===== src/rtl/core/plkc_pkg.sv =====
package plkc_pkg;

    localparam int KEY_WORDS = 4;
    localparam int WORD_W    = 32;

    typedef enum logic [1:0] {
        ACT_LOOKUP = 2'd0,
        ACT_INSERT = 2'd1,
        ACT_CLEAR  = 2'd2,
        ACT_NOP    = 2'd3
    } action_t;

    typedef logic [KEY_WORDS-1:0][WORD_W-1:0] key_t;

    typedef struct packed {
        logic shift;
        logic kill;
    } cell_ctl_t;

    // Float equality on raw single-precision bits: NaN never matches, +0 == -0.
    function automatic logic word_eq(input logic [WORD_W-1:0] a, input logic [WORD_W-1:0] b);
        logic [WORD_W-2:0] ma;
        logic [WORD_W-2:0] mb;
        logic              nan_a;
        logic              nan_b;
        ma    = a[WORD_W-2:0];
        mb    = b[WORD_W-2:0];
        nan_a = (ma > 31'h7F80_0000);
        nan_b = (mb > 31'h7F80_0000);
        if (nan_a || nan_b)
        begin
            return 1'b0;
        end
        if ((ma == '0) && (mb == '0))
        begin
            return 1'b1;
        end
        return (a == b);
    endfunction

    function automatic logic key_eq(input key_t a, input key_t b);
        logic eq;
        eq = 1'b1;
        for (int w = 0; w < KEY_WORDS; w++)
        begin
            eq = eq & word_eq(a[w], b[w]);
        end
        return eq;
    endfunction

endpackage


===== src/rtl/core/plane_keyed_lru_cache.sv =====
// Channel  Dir  tdata, low bits first                                   tuser             tlast
// s_*      in   plane_nx, plane_ny, plane_nz, plane_dist, new_handle    action            -
// m_*      out  found_handle, freed_handle                              hit, freed_valid  last
//
// A request is registered on acceptance; once the output register is free, it is compared
// against every cell of the chain at once and the chain shifts.
// A clear frees one handle per cycle while the output is not stalled, oldest first,
// taken from the deepest valid cell. Cell 0 is the most recently used entry.
// Reset empties the chain at once; key and handle storage is not cleared.
// A stalled result holds in the output register and holds the request behind it.
module plane_keyed_lru_cache
    import plkc_pkg::*;
#(
    parameter int CAPACITY     = 10,
    parameter int HANDLE_WIDTH = 32
)
(
    input  logic         clk,
    input  logic         rst_n,
    input  logic         s_tvalid,
    output logic         s_tready,
    input  logic [159:0] s_tdata,  // plane_nx, plane_ny, plane_nz, plane_dist, new_handle
    input  logic [1:0]   s_tuser,  // action
    output logic         m_tvalid,
    input  logic         m_tready,
    output logic [63:0]  m_tdata,  // found_handle, freed_handle
    output logic [1:0]   m_tuser,  // hit, freed_valid
    output logic         m_tlast
);

    localparam int HW = HANDLE_WIDTH;

    // request register
    logic          req_valid_reg, req_valid_next;
    action_t       req_action_reg;
    key_t          req_key_reg;
    logic [HW-1:0] req_handle_reg;

    // output register
    logic          m_tvalid_reg, m_tvalid_next;
    logic [63:0]   m_tdata_reg, m_tdata_next;
    logic [1:0]    m_tuser_reg, m_tuser_next;
    logic          m_tlast_reg, m_tlast_next;

    // chain
    logic [CAPACITY-1:0] cell_valid;
    logic [CAPACITY-1:0] cell_match;
    logic [CAPACITY-1:0] cell_lastv;
    logic [CAPACITY-1:0] cell_prefix;
    key_t                cell_key    [CAPACITY];
    logic [HW-1:0]       cell_handle [CAPACITY];
    cell_ctl_t           cell_ctl    [CAPACITY];

    logic          out_free;
    logic          process;
    logic          is_clear;
    logic          is_lu;
    logic          any_hit;
    logic          ins_new;
    logic          empty;
    logic          full;
    logic [HW-1:0] hit_handle;
    key_t          hit_key;
    logic [HW-1:0] last_handle;
    key_t          front_key;
    logic [HW-1:0] front_handle;
    logic [HW-1:0] freed_h;
    logic [HW-1:0] found_h;
    logic [HW+31:0] in_handle_ext;
    logic [HW+31:0] found_ext;
    logic [HW+31:0] freed_ext;

    assign in_handle_ext = {{HW{1'b0}}, s_tdata[159:128]};
    assign out_free      = !m_tvalid_reg || m_tready;
    assign s_tready      = !req_valid_reg;

    always_ff @(posedge clk or negedge rst_n)
    begin
        if (!rst_n)
        begin
            req_valid_reg <= 1'b0;
            m_tvalid_reg  <= 1'b0;
        end
        else
        begin
            req_valid_reg <= req_valid_next;
            m_tvalid_reg  <= m_tvalid_next;
        end
    end

    always_ff @(posedge clk)
    begin
        if (s_tvalid && s_tready)
        begin
            req_action_reg <= action_t'(s_tuser);
            req_key_reg    <= s_tdata[127:0];
            req_handle_reg <= in_handle_ext[HW-1:0];
        end
        m_tdata_reg <= m_tdata_next;
        m_tuser_reg <= m_tuser_next;
        m_tlast_reg <= m_tlast_next;
    end

    genvar gi;
    generate
        for (gi = 0; gi < CAPACITY; gi++)
        begin : g_cell
            if (gi == 0)
            begin : g_head
                plkc_cell #(.HANDLE_WIDTH(HW)) u_cell (
                    .clk       (clk),
                    .rst_n     (rst_n),
                    .ctl       (cell_ctl[gi]),
                    .in_valid  (1'b1),
                    .in_key    (front_key),
                    .in_handle (front_handle),
                    .query_key (req_key_reg),
                    .q_valid   (cell_valid[gi]),
                    .q_key     (cell_key[gi]),
                    .q_handle  (cell_handle[gi]),
                    .match     (cell_match[gi])
                );
            end
            else
            begin : g_body
                plkc_cell #(.HANDLE_WIDTH(HW)) u_cell (
                    .clk       (clk),
                    .rst_n     (rst_n),
                    .ctl       (cell_ctl[gi]),
                    .in_valid  (cell_valid[gi-1]),
                    .in_key    (cell_key[gi-1]),
                    .in_handle (cell_handle[gi-1]),
                    .query_key (req_key_reg),
                    .q_valid   (cell_valid[gi]),
                    .q_key     (cell_key[gi]),
                    .q_handle  (cell_handle[gi]),
                    .match     (cell_match[gi])
                );
            end
        end
    endgenerate

    always_comb
    begin
        process  = req_valid_reg && out_free;
        is_clear = (req_action_reg == ACT_CLEAR);
        is_lu    = (req_action_reg == ACT_LOOKUP) || (req_action_reg == ACT_INSERT);
        any_hit  = |cell_match;
        empty    = !cell_valid[0];
        full     = cell_valid[CAPACITY-1];
        ins_new  = (req_action_reg == ACT_INSERT) && !any_hit && (req_handle_reg != '0);

        hit_handle  = '0;
        hit_key     = '0;
        last_handle = '0;
        for (int i = 0; i < CAPACITY; i++)
        begin
            hit_handle  = hit_handle | ({HW{cell_match[i]}} & cell_handle[i]);
            hit_key     = hit_key | ({($bits(key_t)){cell_match[i]}} & cell_key[i]);
            if (i == CAPACITY - 1)
            begin
                cell_lastv[i] = cell_valid[i];
            end
            else
            begin
                cell_lastv[i] = cell_valid[i] && !cell_valid[i+1];
            end
            last_handle = last_handle | ({HW{cell_lastv[i]}} & cell_handle[i]);
        end

        // cells from the front up to and including the hit shift one place deeper
        for (int i = CAPACITY - 1; i >= 0; i--)
        begin
            if (i == CAPACITY - 1)
            begin
                cell_prefix[i] = cell_match[i];
            end
            else
            begin
                cell_prefix[i] = cell_match[i] | cell_prefix[i+1];
            end
        end

        front_key    = any_hit ? hit_key : req_key_reg;
        front_handle = any_hit ? hit_handle : req_handle_reg;

        for (int i = 0; i < CAPACITY; i++)
        begin
            cell_ctl[i].shift = process && ((is_lu && cell_prefix[i]) || ins_new);
            cell_ctl[i].kill  = process && is_clear && cell_lastv[i];
        end

        found_h = (is_lu && any_hit) ? hit_handle : '0;
        if (ins_new && full)
        begin
            freed_h = cell_handle[CAPACITY-1];
        end
        else if (is_clear && !empty)
        begin
            freed_h = last_handle;
        end
        else
        begin
            freed_h = '0;
        end
        found_ext = {32'd0, found_h};
        freed_ext = {32'd0, freed_h};

        req_valid_next = req_valid_reg;
        m_tvalid_next  = m_tvalid_reg && !m_tready;
        m_tdata_next   = m_tdata_reg;
        m_tuser_next   = m_tuser_reg;
        m_tlast_next   = m_tlast_reg;

        if (s_tvalid && s_tready)
        begin
            req_valid_next = 1'b1;
        end

        if (process)
        begin
            m_tvalid_next = 1'b1;
            m_tdata_next  = {freed_ext[31:0], found_ext[31:0]};
            m_tuser_next  = {(ins_new && full) || (is_clear && !empty), is_lu && any_hit};
            m_tlast_next  = !is_clear || empty || cell_lastv[0];
            if (!is_clear || empty || cell_lastv[0])
            begin
                req_valid_next = 1'b0;
            end
        end
    end

    assign m_tvalid = m_tvalid_reg;
    assign m_tdata  = m_tdata_reg;
    assign m_tuser  = m_tuser_reg;
    assign m_tlast  = m_tlast_reg;

`ifndef ASSERT_OFF
    a_single_match: assert property (@(posedge clk) disable iff (!rst_n)
        req_valid_reg |-> $onehot0(cell_match))
        else $error("more than one cell matches the key");

    a_packed_chain: assert property (@(posedge clk) disable iff (!rst_n)
        (({1'b0, cell_valid} & ({1'b0, cell_valid} + 1'b1)) == '0))
        else $error("valid cells are not packed at the front of the chain");

    a_clear_empties: assert property (@(posedge clk) disable iff (!rst_n)
        (process && is_clear && m_tlast_next) |=> !cell_valid[0])
        else $error("chain not empty after clear");

    a_insert_front: assert property (@(posedge clk) disable iff (!rst_n)
        (process && ins_new) |=> cell_valid[0])
        else $error("inserted entry missing from front cell");
`endif

endmodule


===== src/rtl/core/plkc_cell.sv =====
module plkc_cell
    import plkc_pkg::*;
#(
    parameter int HANDLE_WIDTH = 32
)
(
    input  logic                    clk,
    input  logic                    rst_n,
    input  cell_ctl_t               ctl,
    input  logic                    in_valid,
    input  key_t                    in_key,
    input  logic [HANDLE_WIDTH-1:0] in_handle,
    input  key_t                    query_key,
    output logic                    q_valid,
    output key_t                    q_key,
    output logic [HANDLE_WIDTH-1:0] q_handle,
    output logic                    match
);

    logic                    valid_reg;
    key_t                    key_reg;
    logic [HANDLE_WIDTH-1:0] handle_reg;

    always_ff @(posedge clk or negedge rst_n)
    begin
        if (!rst_n)
        begin
            valid_reg <= 1'b0;
        end
        else if (ctl.kill)
        begin
            valid_reg <= 1'b0;
        end
        else if (ctl.shift)
        begin
            valid_reg <= in_valid;
        end
    end

    // take the neighbor's entry on a shift
    always_ff @(posedge clk)
    begin
        if (ctl.shift)
        begin
            key_reg    <= in_key;
            handle_reg <= in_handle;
        end
    end

    assign match    = valid_reg && key_eq(key_reg, query_key);
    assign q_valid  = valid_reg;
    assign q_key    = key_reg;
    assign q_handle = handle_reg;

endmodule


===== config.mk =====
export PLATFORM = sky130hd
export DESIGN_NAME = plane_keyed_lru_cache
export DESIGN_NICKNAME = d
export VERILOG_FILES = /design/src/rtl/core/plkc_pkg.sv /design/src/rtl/core/plane_keyed_lru_cache.sv /design/src/rtl/core/plkc_cell.sv
export SDC_FILE = /design/constraint.sdc
export NUM_CORES = 2
export LEC_CHECK = 0
export ABC_CLOCK_PERIOD_IN_PS = 12950
export BUFFER_PORTS_ARGS = -buffer_cell sky130_fd_sc_hd__buf_2
export CAP_MARGIN = 30
export CORE_ASPECT_RATIO = 0.75
export CORE_UTILIZATION = 50
export DETAILED_ROUTE_END_ITERATION = 16
export GPL_TIMING_DRIVEN = 0
export PLACE_DENSITY = 0.69
export REMOVE_ABC_BUFFERS = 1
export SLEW_MARGIN = 20
export SYNTH_ARGS = -nofsm -noshare
export SYNTH_HDL_FRONTEND = slang
export SYNTH_SLANG_ARGS = --single-unit

===== constraint.sdc =====
create_clock -name clk -period 12.95 [get_ports clk]
set_clock_uncertainty 0.15 [all_clocks]
set_input_delay 0.6475 -clock clk [delete_from_list [all_inputs] [get_ports clk]]
set_output_delay 0.6475 -clock clk [all_outputs]
set_load 0.01 [all_outputs]

==> impl_metrics.toml <==
[synth]
synthCells = 5302
ys_warn_count = 0
ys_types = 59
synth_edf_count = 1829
synth_ff_type = "edfxtp_1"
synth_area_um2 = 79700
ys_seq_area_frac = 0.693
synth_area_leaders = "edfxtp_1, xnor2_1, nand4_1, nor4_1, xor2_1"
yosysTopAreaCell = "edfxtp_1"
synth.most_common_cell = "edfxtp_1"
avgSynthCellArea_um2 = 15.0
yosys-top-cells-count = "edfxtp_1, xnor2_1, nand4_1"
synth.top_cell.area_share = 0.689
ys_seq_elements = 1841
synthArstFlopShare = 0.00652

[clocking]
cts-root-buf = "clkbuf_16"
clock_latency_ps = 840
htree_levels = 4
cts.sinks = 1841
cts_buffers = 175
cts_tree = "yes"
clk_pin_slew_ps = 70
cts.path.max_buffers = 3

[sta]
slew_viol_final = 0
tightest_slew_ps = 1140
final_hold_viol_count = 0
setup_viol = 0
rsz0062_at_grt = "no"
maxSlewHeadroom = 0.230
setup_tns_ps = 0
timing.fmax_mhz = 126
holdWs_ps = 97.9
fin_crit_ps = 7930
finalCritPeriodShare = 0.613

[setup_path]
critPathKind = "reg -> reg"
worstSetupStartpointType = "flip-flop"
critPathRequiredTime_ps = 13250
crit_arrival_ps = 8240
cp-end-kind = "flip-flop"
worstPathMaxFanout = 83

[placement]
placed_area_um2 = 84300
port_buffers = 234
dp_hpwl_mm = 161
dp.cells = 7403
place.gp.congestion = 0.972

[drt]
ant_nets = 0
dr.first_iter.drc_count = 6755
drc = 0
vias = 49700
firstDrtPassIters = 6
avgRoutedWirePerCell_um = 28.2
vias_per_cell = 6.30
routed_wl_mm = 223

[final_layout]
num_antenna_cells = 0
final_cell_area_um2 = 91700
fillers = 11900
areaGrowthSynthToFinish_pct = 15.0
stdcell_count = 7890
drive_above_1_share = 0.112
largest_reg_flops = 1152
nets = 5803

[die]
start_util = 0.505
die_y_um = 348
die_x_um = 463
io_pins = 235
die-area_um2 = 161000
num_rows = 126
core_region_area_um2 = 158000

[grt]
grtUsageTotal = 0.273
grt_pass1_wl_mm = 322
grt_antenna_before_repair = 4
grt_pass1_vias = 49300
grt_max_degree = 85
grt_overflow = 0

[pwr]
p_total_mw = 16.6
p_per_area_nw_per_um2 = 181
power_switching_share = 0.295
clockPowerShare = 0.312
switchingPower_mw = 4.90
cell_internal_pwr_mw = 11.7
comb_power_share = 0.166
leakage_nw = 27.4
power_frac_seq = 0.522
irDropWorstVdd_mv = 0.155

[min_path]
hold_class = "in -> async"

[run]
drv_cap = 0

[status]
status = "complete, no violations"
## area by class of cell
| type | count | area, um^2 | area share |
|---|---|---|---|
| clock buffer | 226 | 4740 | 0.0517 |
| clock inverter | 92 | 970 | 0.0106 |
| inverter | 46 | 213 | 0.00232 |
| multi-input combinational | 3066 | 23000 | 0.251 |
| sequential | 1841 | 55200 | 0.602 |
| tap | 2112 | 2640 | 0.0288 |
| timing repair buffer | 507 | 4850 | 0.0529 |
## stage by stage
step                      setup WS [ps]   util
after global placement           -10530  0.520
after floorplan                    -120      -
after detailed placement           5300  0.534
after CTS                          5280  0.581
final                              5020  0.581
after global routing               5040  0.581
## per-layer routing
| metal | global-route usage | part of all wire |
|---|---|---|
| met4 | 0.113 | 0.041 |
| met3 | 0.0476 | 0.10 |
| met5 | 0 | 0.00012 |
| met2 | 0.406 | 0.44 |
| met1 | 0.396 | 0.42 |
## cell families (layout without fill, tap and decap cells)
logic type / after synthesis / count (layout) / synth area share
XOR/XNOR: 1280 / 1280 / 0.141
AO/OA/AOI/OAI: 519 / 519 / 0.0517
buffers and inverters: 395 / 871 / 0.0217
multiplexers: 7 / 7 / 0.000910
AND/OR/NAND/NOR: 1260 / 1260 / 0.0925
flip-flops: 1841 / 1841 / 0.693
## worst max-delay path, stage by stage (launching register included)
cell and delay [ps]:
edfxtp_1 790, nor4_1 600, nand4_1 280, nor3_4 750, a22oi_1 390, nor4_2 750
nor4b_4 780, buf_6 270, buf_6 170, buf_6 160, buf_6 190, nor4_4 90
nand4b_4 380, buf_12 290, o21ai_0 320, inv_8 580, buf_16 370
## power groups by stage
stage          clock, mW  combinational, mW  sequential (mW)
2_1_floorplan          0               1.57             8.57
3_3_place_gp           0               2.36             9.05
3_5_place_dp           0               2.65             8.78
4_1_cts             5.22               2.70             8.66
5_1_grt             5.44               2.90             8.76
6_report            5.18               2.76             8.68
## final timing paths
check | start | to | slack [ps] | cells after the start
max in group asynchronous | rst_n | g_cell[9].g_body.u_cell.q_valid$_DFFE_PN0P_ | 12270 | 2
setup reg to reg | req_key_reg[19]$_DFFE_PP_ | g_cell[0].g_head.u_cell.q_key[44]$_DFFE_PP_ | 5020 | 16
hold reg to reg | g_cell[7].g_body.u_cell.q_handle[5]$_DFFE_PP_ | g_cell[8].g_body.u_cell.q_handle[5]$_DFFE_PP_ | 320 | 0
setup / recovery | req_key_reg[19]$_DFFE_PP_ | g_cell[0].g_head.u_cell.q_key[44]$_DFFE_PP_ | 5020 | 16
hold / removal | rst_n | req_valid_reg$_DFF_PN0_ | 100 | 2
min in group clk | g_cell[7].g_body.u_cell.q_handle[5]$_DFFE_PP_ | g_cell[8].g_body.u_cell.q_handle[5]$_DFFE_PP_ | 320 | 0
## placed cells by master (no fill, tap or decap), types with 17 or more instances in the layout
cell           instances
buf_16                41
edfxtp_1            1829
a22o_1               157
clkinv_1              32
bufinv_16             17
inv_1                 39
buf_12                19
nand2_1               94
clkbuf_16            179
nand3_1               26
a22oi_1              121
clkbuf_1              39
xor2_1               160
nor4_1               435
nor3_1                86
o21ai_1               43
o21ai_0               26
nor2_1                97
xnor2_1             1120
a221oi_1             126
buf_2                237
clkinv_2              26
dlygate4sd3_1        165
and3_1                33
buf_6                 23
nand4_1              441
## timing repair
item | 4_1_cts | 5_1_grt
hold buffers | 165 | 0
endpoints found under the setup margin | 0 | 0
resized for setup | 0 | 0
setup buffers | 0 | 0
endpoints found under the hold margin | 176 | 0
(Power assumes the default switching activity.)
